`src/rtl/bale_pkg.sv`:
```
// Shared types and constants for the bounded array list engine.
// No dependencies; used by every module in the rtl folder.
package bale_pkg;

  localparam int unsigned DefCapacity = 16;
  localparam int unsigned DataW       = 32;
  localparam int unsigned PosW        = 5;
  localparam int unsigned OpW         = 3;
  localparam int unsigned IdxOutW     = 4;
  localparam int unsigned CntOutW     = 5;
  localparam int unsigned InDataW     = 40;
  localparam int unsigned OutDataW    = 48;

  // Request codes carried in the input tuser
  typedef enum logic [OpW-1:0] {
    OP_INSERT     = 3'd0,
    OP_OVERWRITE  = 3'd1,
    OP_READ       = 3'd2,
    OP_FIND       = 3'd3,
    OP_REMOVE_POS = 3'd4,
    OP_REMOVE_VAL = 3'd5
  } op_e;

  // Result status codes
  typedef enum logic [1:0] {
    ST_OK       = 2'd0,
    ST_FULL     = 2'd1,
    ST_BADPOS   = 2'd2,
    ST_NOTFOUND = 2'd3
  } status_e;

endpackage

```
`src/rtl/bale_mem.sv`:
```
// Element store: single write port, single read port, registered read data.
// Depends on bale_pkg for the data width.
module bale_mem #(
  parameter int unsigned Depth = bale_pkg::DefCapacity,
  localparam int unsigned AddrW = $clog2(Depth)
) (
  input  logic                       clk_i,
  input  logic                       we_i,
  input  logic [AddrW-1:0]           waddr_i,
  input  logic [bale_pkg::DataW-1:0] wdata_i,
  input  logic [AddrW-1:0]           raddr_i,
  output logic [bale_pkg::DataW-1:0] rdata_o
);

  logic [bale_pkg::DataW-1:0] mem_q [Depth];
  logic [bale_pkg::DataW-1:0] rdata_q;

  // write port; contents undefined until written
  always_ff @(posedge clk_i) begin
    if (we_i) begin
      mem_q[waddr_i] <= wdata_i;
    end
  end

  // read port, old data on a same-address write
  always_ff @(posedge clk_i) begin
    rdata_q <= mem_q[raddr_i];
  end

  assign rdata_o = rdata_q;

endmodule

```
`src/rtl/bale_step.sv`:
```
// Shared step unit: key compare plus read-pointer and write-address stepping.
// Depends on bale_pkg for the data width.
module bale_step #(
  parameter int unsigned Depth = bale_pkg::DefCapacity,
  localparam int unsigned AddrW = $clog2(Depth)
) (
  input  logic                       dir_up_i,   // 1: walk down, move entries up
  input  logic [AddrW-1:0]           rd_ptr_i,
  input  logic [AddrW-1:0]           last_i,
  input  logic [bale_pkg::DataW-1:0] rdata_i,
  input  logic [bale_pkg::DataW-1:0] key_i,
  output logic [AddrW-1:0]           rd_ptr_nxt_o,
  output logic [AddrW-1:0]           dest_o,
  output logic                       match_o
);

  // next address to read
  assign rd_ptr_nxt_o = dir_up_i ? rd_ptr_i - AddrW'(1) : rd_ptr_i + AddrW'(1);
  // where the word just read lands
  assign dest_o       = dir_up_i ? last_i + AddrW'(1) : last_i - AddrW'(1);
  assign match_o      = (rdata_i == key_i);

endmodule

```
`src/rtl/bounded_array_list_engine_core.sv`:
```
// Top level of the bounded array list engine: sequencer, count and result register.
// Depends on bale_pkg, bale_mem and bale_step.
//
//  channel   dir  fields (low bit up)
//  s_axis    in   tdata: data_value[31:0], position[36:32]; tuser: opcode[2:0]
//  m_axis    out  tdata: result_value[31:0], match_found[32], match_index[36:33],
//                        status[38:37], item_count[43:39], list_empty[44]
//
// One request at a time. Errors, overwrite and read need no walk; insert or
// remove at position p walks the entries from p to the end of the list; find
// scans from the front up to the first match, and remove value scans and then
// walks the entries after the match. The walk moves one entry per cycle through the single
// read port of the element store. Reset empties the list at once (no clearing
// pass). A result waiting on m_axis_tready holds the sequencer in its response
// step; the next word is still accepted while the previous result waits.
module bounded_array_list_engine_core #(
  parameter int unsigned CAPACITY = bale_pkg::DefCapacity
) (
  input  logic                          clk_i,
  input  logic                          rst_ni,
  input  logic                          s_axis_tvalid,
  output logic                          s_axis_tready,
  input  logic [bale_pkg::InDataW-1:0]  s_axis_tdata,  // data_value, position
  input  logic [bale_pkg::OpW-1:0]      s_axis_tuser,  // opcode
  output logic                          m_axis_tvalid,
  input  logic                          m_axis_tready,
  output logic [bale_pkg::OutDataW-1:0] m_axis_tdata   // value, found, index,
                                                       // status, count, empty
);

  localparam int unsigned AddrW = $clog2(CAPACITY);
  localparam int unsigned CntW  = $clog2(CAPACITY + 1);
  localparam int unsigned CmpW  = (CntW > bale_pkg::PosW) ? CntW : bale_pkg::PosW;

  typedef enum logic [5:0] {
    S_IDLE   = 6'b000001,
    S_DECODE = 6'b000010,
    S_READ   = 6'b000100,
    S_SHIFT  = 6'b001000,
    S_SCAN   = 6'b010000,
    S_RESP   = 6'b100000
  } state_e;

  state_e                      state_q, state_d;
  logic [CntW-1:0]             count_q, count_d;
  logic                        pend_q, pend_d;
  logic                        m_valid_q, m_valid_d;

  bale_pkg::op_e               op_q, op_d;
  logic [bale_pkg::DataW-1:0]  val_q, val_d;
  logic [bale_pkg::PosW-1:0]   pos_q, pos_d;
  logic [AddrW-1:0]            rd_ptr_q, rd_ptr_d;
  logic [AddrW-1:0]            last_q, last_d;
  logic [AddrW-1:0]            start_q, start_d;
  logic [CntW-1:0]             left_q, left_d;
  logic                        dir_up_q, dir_up_d;
  logic [bale_pkg::DataW-1:0]  rv_q, rv_d;
  logic                        found_q, found_d;
  logic [AddrW-1:0]            midx_q, midx_d;
  bale_pkg::status_e           st_q, st_d;
  logic [bale_pkg::OutDataW-1:0] m_data_q, m_data_d;

  // memory and step unit wiring
  logic                        mem_we;
  logic [AddrW-1:0]            mem_waddr;
  logic [bale_pkg::DataW-1:0]  mem_wdata;
  logic [AddrW-1:0]            mem_raddr;
  logic [bale_pkg::DataW-1:0]  mem_rdata;
  logic [AddrW-1:0]            step_nxt;
  logic [AddrW-1:0]            step_dest;
  logic                        step_match;

  // compare helpers
  logic [CmpW-1:0]             pos_ext, cnt_ext;
  logic                        pos_bad;
  logic [AddrW-1:0]            pos_addr;
  logic [31:0]                 midx_w, cnt_w;

  assign pos_ext  = CmpW'(pos_q);
  assign cnt_ext  = CmpW'(count_q);
  assign pos_bad  = (pos_ext >= cnt_ext);
  assign pos_addr = pos_ext[AddrW-1:0];

  bale_mem #(
    .Depth (CAPACITY)
  ) u_mem (
    .clk_i   (clk_i),
    .we_i    (mem_we),
    .waddr_i (mem_waddr),
    .wdata_i (mem_wdata),
    .raddr_i (mem_raddr),
    .rdata_o (mem_rdata)
  );

  bale_step #(
    .Depth (CAPACITY)
  ) u_step (
    .dir_up_i     (dir_up_q),
    .rd_ptr_i     (rd_ptr_q),
    .last_i       (last_q),
    .rdata_i      (mem_rdata),
    .key_i        (val_q),
    .rd_ptr_nxt_o (step_nxt),
    .dest_o       (step_dest),
    .match_o      (step_match)
  );

  assign s_axis_tready = (state_q == S_IDLE);
  assign m_axis_tvalid = m_valid_q;
  assign m_axis_tdata  = m_data_q;

  // sequencer
  always_comb begin
    state_d   = state_q;
    count_d   = count_q;
    pend_d    = pend_q;
    m_valid_d = m_valid_q & ~m_axis_tready;
    op_d      = op_q;
    val_d     = val_q;
    pos_d     = pos_q;
    rd_ptr_d  = rd_ptr_q;
    last_d    = last_q;
    start_d   = start_q;
    left_d    = left_q;
    dir_up_d  = dir_up_q;
    rv_d      = rv_q;
    found_d   = found_q;
    midx_d    = midx_q;
    st_d      = st_q;
    m_data_d  = m_data_q;
    mem_we    = 1'b0;
    mem_waddr = pos_addr;
    mem_wdata = val_q;
    mem_raddr = rd_ptr_q;
    midx_w    = 32'(midx_q);
    cnt_w     = 32'(count_q);

    unique case (state_q)
      S_IDLE: begin
        if (s_axis_tvalid) begin
          op_d    = bale_pkg::op_e'(s_axis_tuser);
          val_d   = s_axis_tdata[bale_pkg::DataW-1:0];
          pos_d   = s_axis_tdata[bale_pkg::DataW +: bale_pkg::PosW];
          state_d = S_DECODE;
        end
      end

      S_DECODE: begin
        rv_d     = '0;
        found_d  = 1'b0;
        midx_d   = '0;
        st_d     = bale_pkg::ST_OK;
        pend_d   = 1'b0;
        dir_up_d = 1'b0;
        unique case (op_q)
          bale_pkg::OP_INSERT: begin
            if (count_q == CntW'(CAPACITY)) begin
              st_d    = bale_pkg::ST_FULL;
              state_d = S_RESP;
            end else if (pos_ext > cnt_ext) begin
              st_d    = bale_pkg::ST_BADPOS;
              state_d = S_RESP;
            end else begin
              dir_up_d = 1'b1;
              left_d   = CntW'(cnt_ext - pos_ext);
              rd_ptr_d = AddrW'(count_q - CntW'(1));
              state_d  = S_SHIFT;
            end
          end
          bale_pkg::OP_OVERWRITE: begin
            if (pos_bad) begin
              st_d = bale_pkg::ST_BADPOS;
            end else begin
              mem_we = 1'b1;
            end
            state_d = S_RESP;
          end
          bale_pkg::OP_READ: begin
            mem_raddr = pos_addr;
            if (pos_bad) begin
              st_d    = bale_pkg::ST_BADPOS;
              state_d = S_RESP;
            end else begin
              state_d = S_READ;
            end
          end
          bale_pkg::OP_FIND, bale_pkg::OP_REMOVE_VAL: begin
            left_d   = count_q;
            rd_ptr_d = '0;
            state_d  = S_SCAN;
          end
          bale_pkg::OP_REMOVE_POS: begin
            if (pos_bad) begin
              st_d    = bale_pkg::ST_BADPOS;
              state_d = S_RESP;
            end else begin
              left_d   = CntW'(cnt_ext - pos_ext);
              rd_ptr_d = pos_addr;
              start_d  = pos_addr;
              state_d  = S_SHIFT;
            end
          end
          default: begin
            st_d    = bale_pkg::ST_BADPOS;
            state_d = S_RESP;
          end
        endcase
      end

      // registered read data arrives in the cycle after the address
      S_READ: begin
        rv_d    = mem_rdata;
        state_d = S_RESP;
      end

      // move entries one place; reads overlap the writes of the word before
      S_SHIFT: begin
        if (pend_q) begin
          if (dir_up_q) begin
            mem_we    = 1'b1;
            mem_waddr = step_dest;
            mem_wdata = mem_rdata;
          end else if (last_q == start_q) begin
            rv_d = mem_rdata;
          end else begin
            mem_we    = 1'b1;
            mem_waddr = step_dest;
            mem_wdata = mem_rdata;
          end
        end
        if (left_q != '0) begin
          last_d   = rd_ptr_q;
          rd_ptr_d = step_nxt;
          left_d   = left_q - CntW'(1);
          pend_d   = 1'b1;
        end else begin
          pend_d = 1'b0;
        end
        if (!pend_q && left_q == '0) begin
          if (dir_up_q) begin
            mem_we  = 1'b1;
            count_d = count_q + CntW'(1);
          end else begin
            count_d = count_q - CntW'(1);
          end
          state_d = S_RESP;
        end
      end

      // walk from the front for the first equal entry
      S_SCAN: begin
        if (pend_q && step_match) begin
          found_d = 1'b1;
          midx_d  = last_q;
          pend_d  = 1'b0;
          if (op_q == bale_pkg::OP_FIND) begin
            state_d = S_RESP;
          end else begin
            left_d   = count_q - CntW'(last_q);
            rd_ptr_d = last_q;
            start_d  = last_q;
            state_d  = S_SHIFT;
          end
        end else if (left_q != '0) begin
          last_d   = rd_ptr_q;
          rd_ptr_d = step_nxt;
          left_d   = left_q - CntW'(1);
          pend_d   = 1'b1;
        end else if (!pend_q) begin
          st_d    = bale_pkg::ST_NOTFOUND;
          state_d = S_RESP;
        end else begin
          pend_d = 1'b0;
        end
      end

      // load the result word once the output register is free
      S_RESP: begin
        if (!m_valid_q || m_axis_tready) begin
          m_data_d  = {3'b000,
                       (count_q == '0),
                       cnt_w[bale_pkg::CntOutW-1:0],
                       st_q,
                       midx_w[bale_pkg::IdxOutW-1:0],
                       found_q,
                       rv_q};
          m_valid_d = 1'b1;
          state_d   = S_IDLE;
        end
      end

      default: begin
        state_d = S_IDLE;
      end
    endcase
  end

  // control state
  always_ff @(posedge clk_i or negedge rst_ni) begin
    if (!rst_ni) begin
      state_q   <= S_IDLE;
      count_q   <= '0;
      pend_q    <= 1'b0;
      m_valid_q <= 1'b0;
    end else begin
      state_q   <= state_d;
      count_q   <= count_d;
      pend_q    <= pend_d;
      m_valid_q <= m_valid_d;
    end
  end

  // request and result payload
  always_ff @(posedge clk_i) begin
    op_q     <= op_d;
    val_q    <= val_d;
    pos_q    <= pos_d;
    rd_ptr_q <= rd_ptr_d;
    last_q   <= last_d;
    start_q  <= start_d;
    left_q   <= left_d;
    dir_up_q <= dir_up_d;
    rv_q     <= rv_d;
    found_q  <= found_d;
    midx_q   <= midx_d;
    st_q     <= st_d;
    m_data_q <= m_data_d;
  end

endmodule

```
`config.mk`:
```
export PLATFORM = sky130hd
export DESIGN_NAME = bounded_array_list_engine_core
export DESIGN_NICKNAME = d
export VERILOG_FILES = /design/src/rtl/bale_pkg.sv /design/src/rtl/bale_mem.sv /design/src/rtl/bale_step.sv /design/src/rtl/bounded_array_list_engine_core.sv
export SDC_FILE = /design/constraint.sdc
export NUM_CORES = 1
export LEC_CHECK = 0
export BUFFER_PORTS_ARGS = -buffer_cell sky130_fd_sc_hd__buf_2
export CAP_MARGIN = 20
export CORE_MARGIN = 4
export CORE_UTILIZATION = 35
export CTS_BUF_LIST = sky130_fd_sc_hd__clkbuf_8 sky130_fd_sc_hd__clkbuf_16
export DETAILED_ROUTE_END_ITERATION = 10
export PLACE_DENSITY = 0.56
export SYNTH_ARGS = -nofsm -noshare
export SYNTH_HDL_FRONTEND = slang
export SYNTH_SLANG_ARGS = --single-unit
```
`constraint.sdc`:
```
create_clock -name clk_i -period 5.75 [get_ports clk_i]
set_input_delay 0.2875 -clock clk_i [delete_from_list [all_inputs] [get_ports clk_i]]
set_output_delay 0.2875 -clock clk_i [all_outputs]
set_load 0.03 [all_outputs]
```
==> impl_metrics.toml <==
[pwr]
combPwrFrac_pct = 17.6
cellLeakagePower_nw = 12.4
power_switching_mw = 3.91
p_int_mw = 9.89
seq_power_share_pct = 46.4
pwr-share-clk_pct = 36.0
ir_drop_uv = 206
p_per_area_nw_per_um2 = 402
swShare_pct = 28.3

[global_routing]
grt_pass1_wl_mm = 114
antenna_found_initial = 2
grt_usage_pct = 17.3
grt-ovfl-total = 0
grt_pass1_vias = 17200
grt_max_degree = 84

[layout]
final_util_pct = 41.6
stdcell_count = 3243
synthToLayoutAreaGrowth_pct = 17.1
fill_cells = 7391
drive_gt1_share_pct = 16.4
fin_nets = 2176

[worst_setup_path]
worstPathRequired_ns = 6.07
slowest_stage = "nor2_4"
end_kind = "flop"
r2r_end = "u_mem.mem_q[11][17]"
cp.arrival_ns = 4.58
crit_chain = "or3_1 > nor4b_4 > o311a_2 > a31oi_1 > nor2_4 > buf_12"
crit_type = "flop to flop"
r2r_start = "state_q[5]"
reg2reg_slack_ns = 1.49
worstSetupStartpointType = "flop"
r2r_cells = 6
crit_fanout = 24
worst_path_largest_cell_delay_ns = 0.86

[clocking]
cts_sinks = 699
cts-root-buf = "clkbuf_16"
path_clk_slew_ns = 0.06
htreeDepth = 3
cts_tree = "yes"
cts.path.max_buffers = 3
cts_made_buffers = 76
cts_setup_buffers = 0
clock_latency_ns = 0.64

[timing]
fin_crit_sh_pct = 74.2
fmax_ghz = 0.234
period_needed_ns = 4.26
fin_skew_ns = 0.0291
slew_violations = 0
max-slew-margin-rel_pct = 26.6
hold_viol = 0
rsz0062_at_grt = "false"
setup_tns_ns = 0
tightest_slew_ns = 1.10
finalSetupViolCount = 0

[floorplanning]
pin_count = 97
core_um2 = 82600
die_w_um = 298
die_y_um = 298
row_count = 105
die_area_um2 = 88500
start_util_pct = 35.5

[drt]
final_antenna_net_count = 0
viasPerCell = 5.27
drt-wirelength-per-cell_um = 24.2
drt_first_pass_iters = 5
wl_mm = 78.3
route.detailed.drc = 0
drt_iter0_drc = 1304
vias = 17100

[logic_synthesis]
synth-xor-area-share_pct = 1.79
synth_seq_cells = 699
synth_area_um2 = 29300
avgSynthCellArea_um2 = 15.0
muxShareOfSynthArea_pct = 11.6
synth.distinct_cells = 63
syn-instance-count = 1957
synth_simple_gate_area_share_pct = 7.47
synth_compound_area_share_pct = 5.71
synth.most_common_cell = "edfxtp_1"
yosysWarnings = 0
synth_top_family_by_area = "multiplexers"
ys.flop_type = "edfxtp_1"
synth_edf_count = 654
synthAdderAreaFrac_pct = 0.998
synthTopCellsByArea = "edfxtp_1, mux2i_1, nand2_1"
yosysTopAreaCell = "edfxtp_1"
yosysSeqAreaShare_pct = 70.2
async_flop_share_pct = 1.86
synthDominantCellAreaShare_pct = 66.9
synth_common_cells = "edfxtp_1, nand2_1, mux2i_1"

[placement]
port_buffers = 90
place_congestion = 0.805
place_hpwl_mm = 43.9
placed_cells = 3056

[run_status]
status = "complete, no violations"

[min_path]
hp-class = "input port to asynchronous set/reset pin"

[run]
maxCapViolCount = 0
## what timing repair did
item	in CTS	in global routing
hold buffers	43	0
hold endpoints to repair	55	0
gates resized for setup	0	0
## routing by layer
layer	global-route usage [%]	vias to the layer above	wire length, um
li1	-	7763	-
met1	23.6	8736	34900
met2	28.8	488	37500
met3	2.98	114	4150
met4	4.47	2	1850
met5	0	-	12
## layout make-up
type / instances / area [um^2] / share of cell area [%]
well taps: 1070 / 1340 / 3.90
diodes: 1 / 2.50 / 0.00728
clock buffers: 83 / 2010 / 5.85
inverters: 26 / 97.6 / 0.284
multi-input cells: 1127 / 8380 / 24.4
repair buffers: 178 / 1350 / 3.93
clock inverters: 59 / 574 / 1.67
flip-flops and latches: 699 / 20600 / 60.0
## flip-flops by register name, summed over array words and instances, names as in the netlist, 2 cells and up
name / count
cnt_ext: 5
last_q: 4
left_q: 5
m_axis_tdata: 45
midx_q: 4
op_q: 3
pos_ext: 5
rd_ptr_q: 4
rv_q: 32
st_q: 2
start_q: 4
state_q: 6
u_mem.mem_q: 512
u_mem.rdata_o: 32
val_q: 32
## worst max-delay path, delay by kind of cell (launching register included)
kind                   cells  cell delay, ns
buffers and inverters      1            0.28
flip-flops                 1            0.46
AND/OR/NAND/NOR            3            1.83
AO/OA/AOI/OAI              2            1.37
## stage by stage
| step | hold WS (ns) | area, um^2 | setup WS [ns] | power, mW |
|---|---|---|---|---|
| 2_1_floorplan | -0.00809 | 29300 | 1.28 | 7.99 |
| 3_3_place_gp | 0.217 | 31300 | 1.69 | 8.88 |
| 3_5_place_dp | 0.214 | 31300 | 1.60 | 8.92 |
| 4_1_cts | 0.110 | 34300 | 1.59 | 13.9 |
| 5_1_grt | 0.134 | 34400 | 1.36 | 14.4 |
| 6_report | 0.126 | 34400 | 1.49 | 13.8 |
## cells by family (layout without fill, tap and decap cells)
kind of cell,Yosys count,count (layout)
multiplexers,332,332
XOR/XNOR,60,60
AO/OA/AOI/OAI,247,247
buffers and inverters,133,346
other,1,4
flip-flops,699,699
AND/OR/NAND/NOR,464,464
adder cells (fa/ha/maj),21,21
## worst max-delay path by stage
| stage | slack, ns | to | from |
|---|---|---|---|
| floorplan | 1.28 | u_mem.mem_q[11][0] | pos_ext[1] |
| global placement | 1.69 | u_mem.mem_q[11][20] | state_q[5] |
| detailed placement | 1.60 | u_mem.mem_q[11][20] | state_q[5] |
| CTS | 1.59 | u_mem.mem_q[11][30] | state_q[5] |
| global route | 1.36 | u_mem.mem_q[3][13] | pos_ext[2] |
| finish | 1.49 | u_mem.mem_q[11][17] | state_q[5] |
## cell usage in the layout, fill, tap and decap left out, drive strengths merged, types with 4 or more instances in the layout
| cell | count |
|---|---|
| a21o | 4 |
| a21oi | 81 |
| a31oi | 4 |
| and2 | 36 |
| and3 | 9 |
| buf | 135 |
| bufinv | 9 |
| clkbuf | 83 |
| clkinv | 30 |
| dfrtp | 12 |
| dfxtp | 32 |
| dlygate4sd3 | 43 |
| edfxtp | 654 |
| fa | 4 |
| ha | 17 |
| inv | 43 |
| mux2 | 69 |
| mux2i | 263 |
| nand2 | 267 |
| nand3 | 6 |
| nand4 | 10 |
| nor2 | 48 |
| nor2b | 9 |
| nor3 | 20 |
| nor3b | 8 |
| nor4 | 6 |
| o21a | 5 |
| o21ai | 18 |
| o221ai | 40 |
| o22a | 33 |
| o22ai | 41 |
| o31ai | 4 |
| or4 | 32 |
| xnor2 | 46 |
| xor2 | 14 |
## power by group through the flow
stage / combinational [mW] / sequential, mW / clock (mW)
finish: 2.43 / 6.41 / 4.96
floorplan: 1.60 / 6.38 / 0
CTS: 2.44 / 6.41 / 5.08
global route: 2.62 / 6.44 / 5.30
global placement: 2.37 / 6.51 / 0
detailed placement: 2.41 / 6.51 / 0
Power figures use the tool's default switching activity.
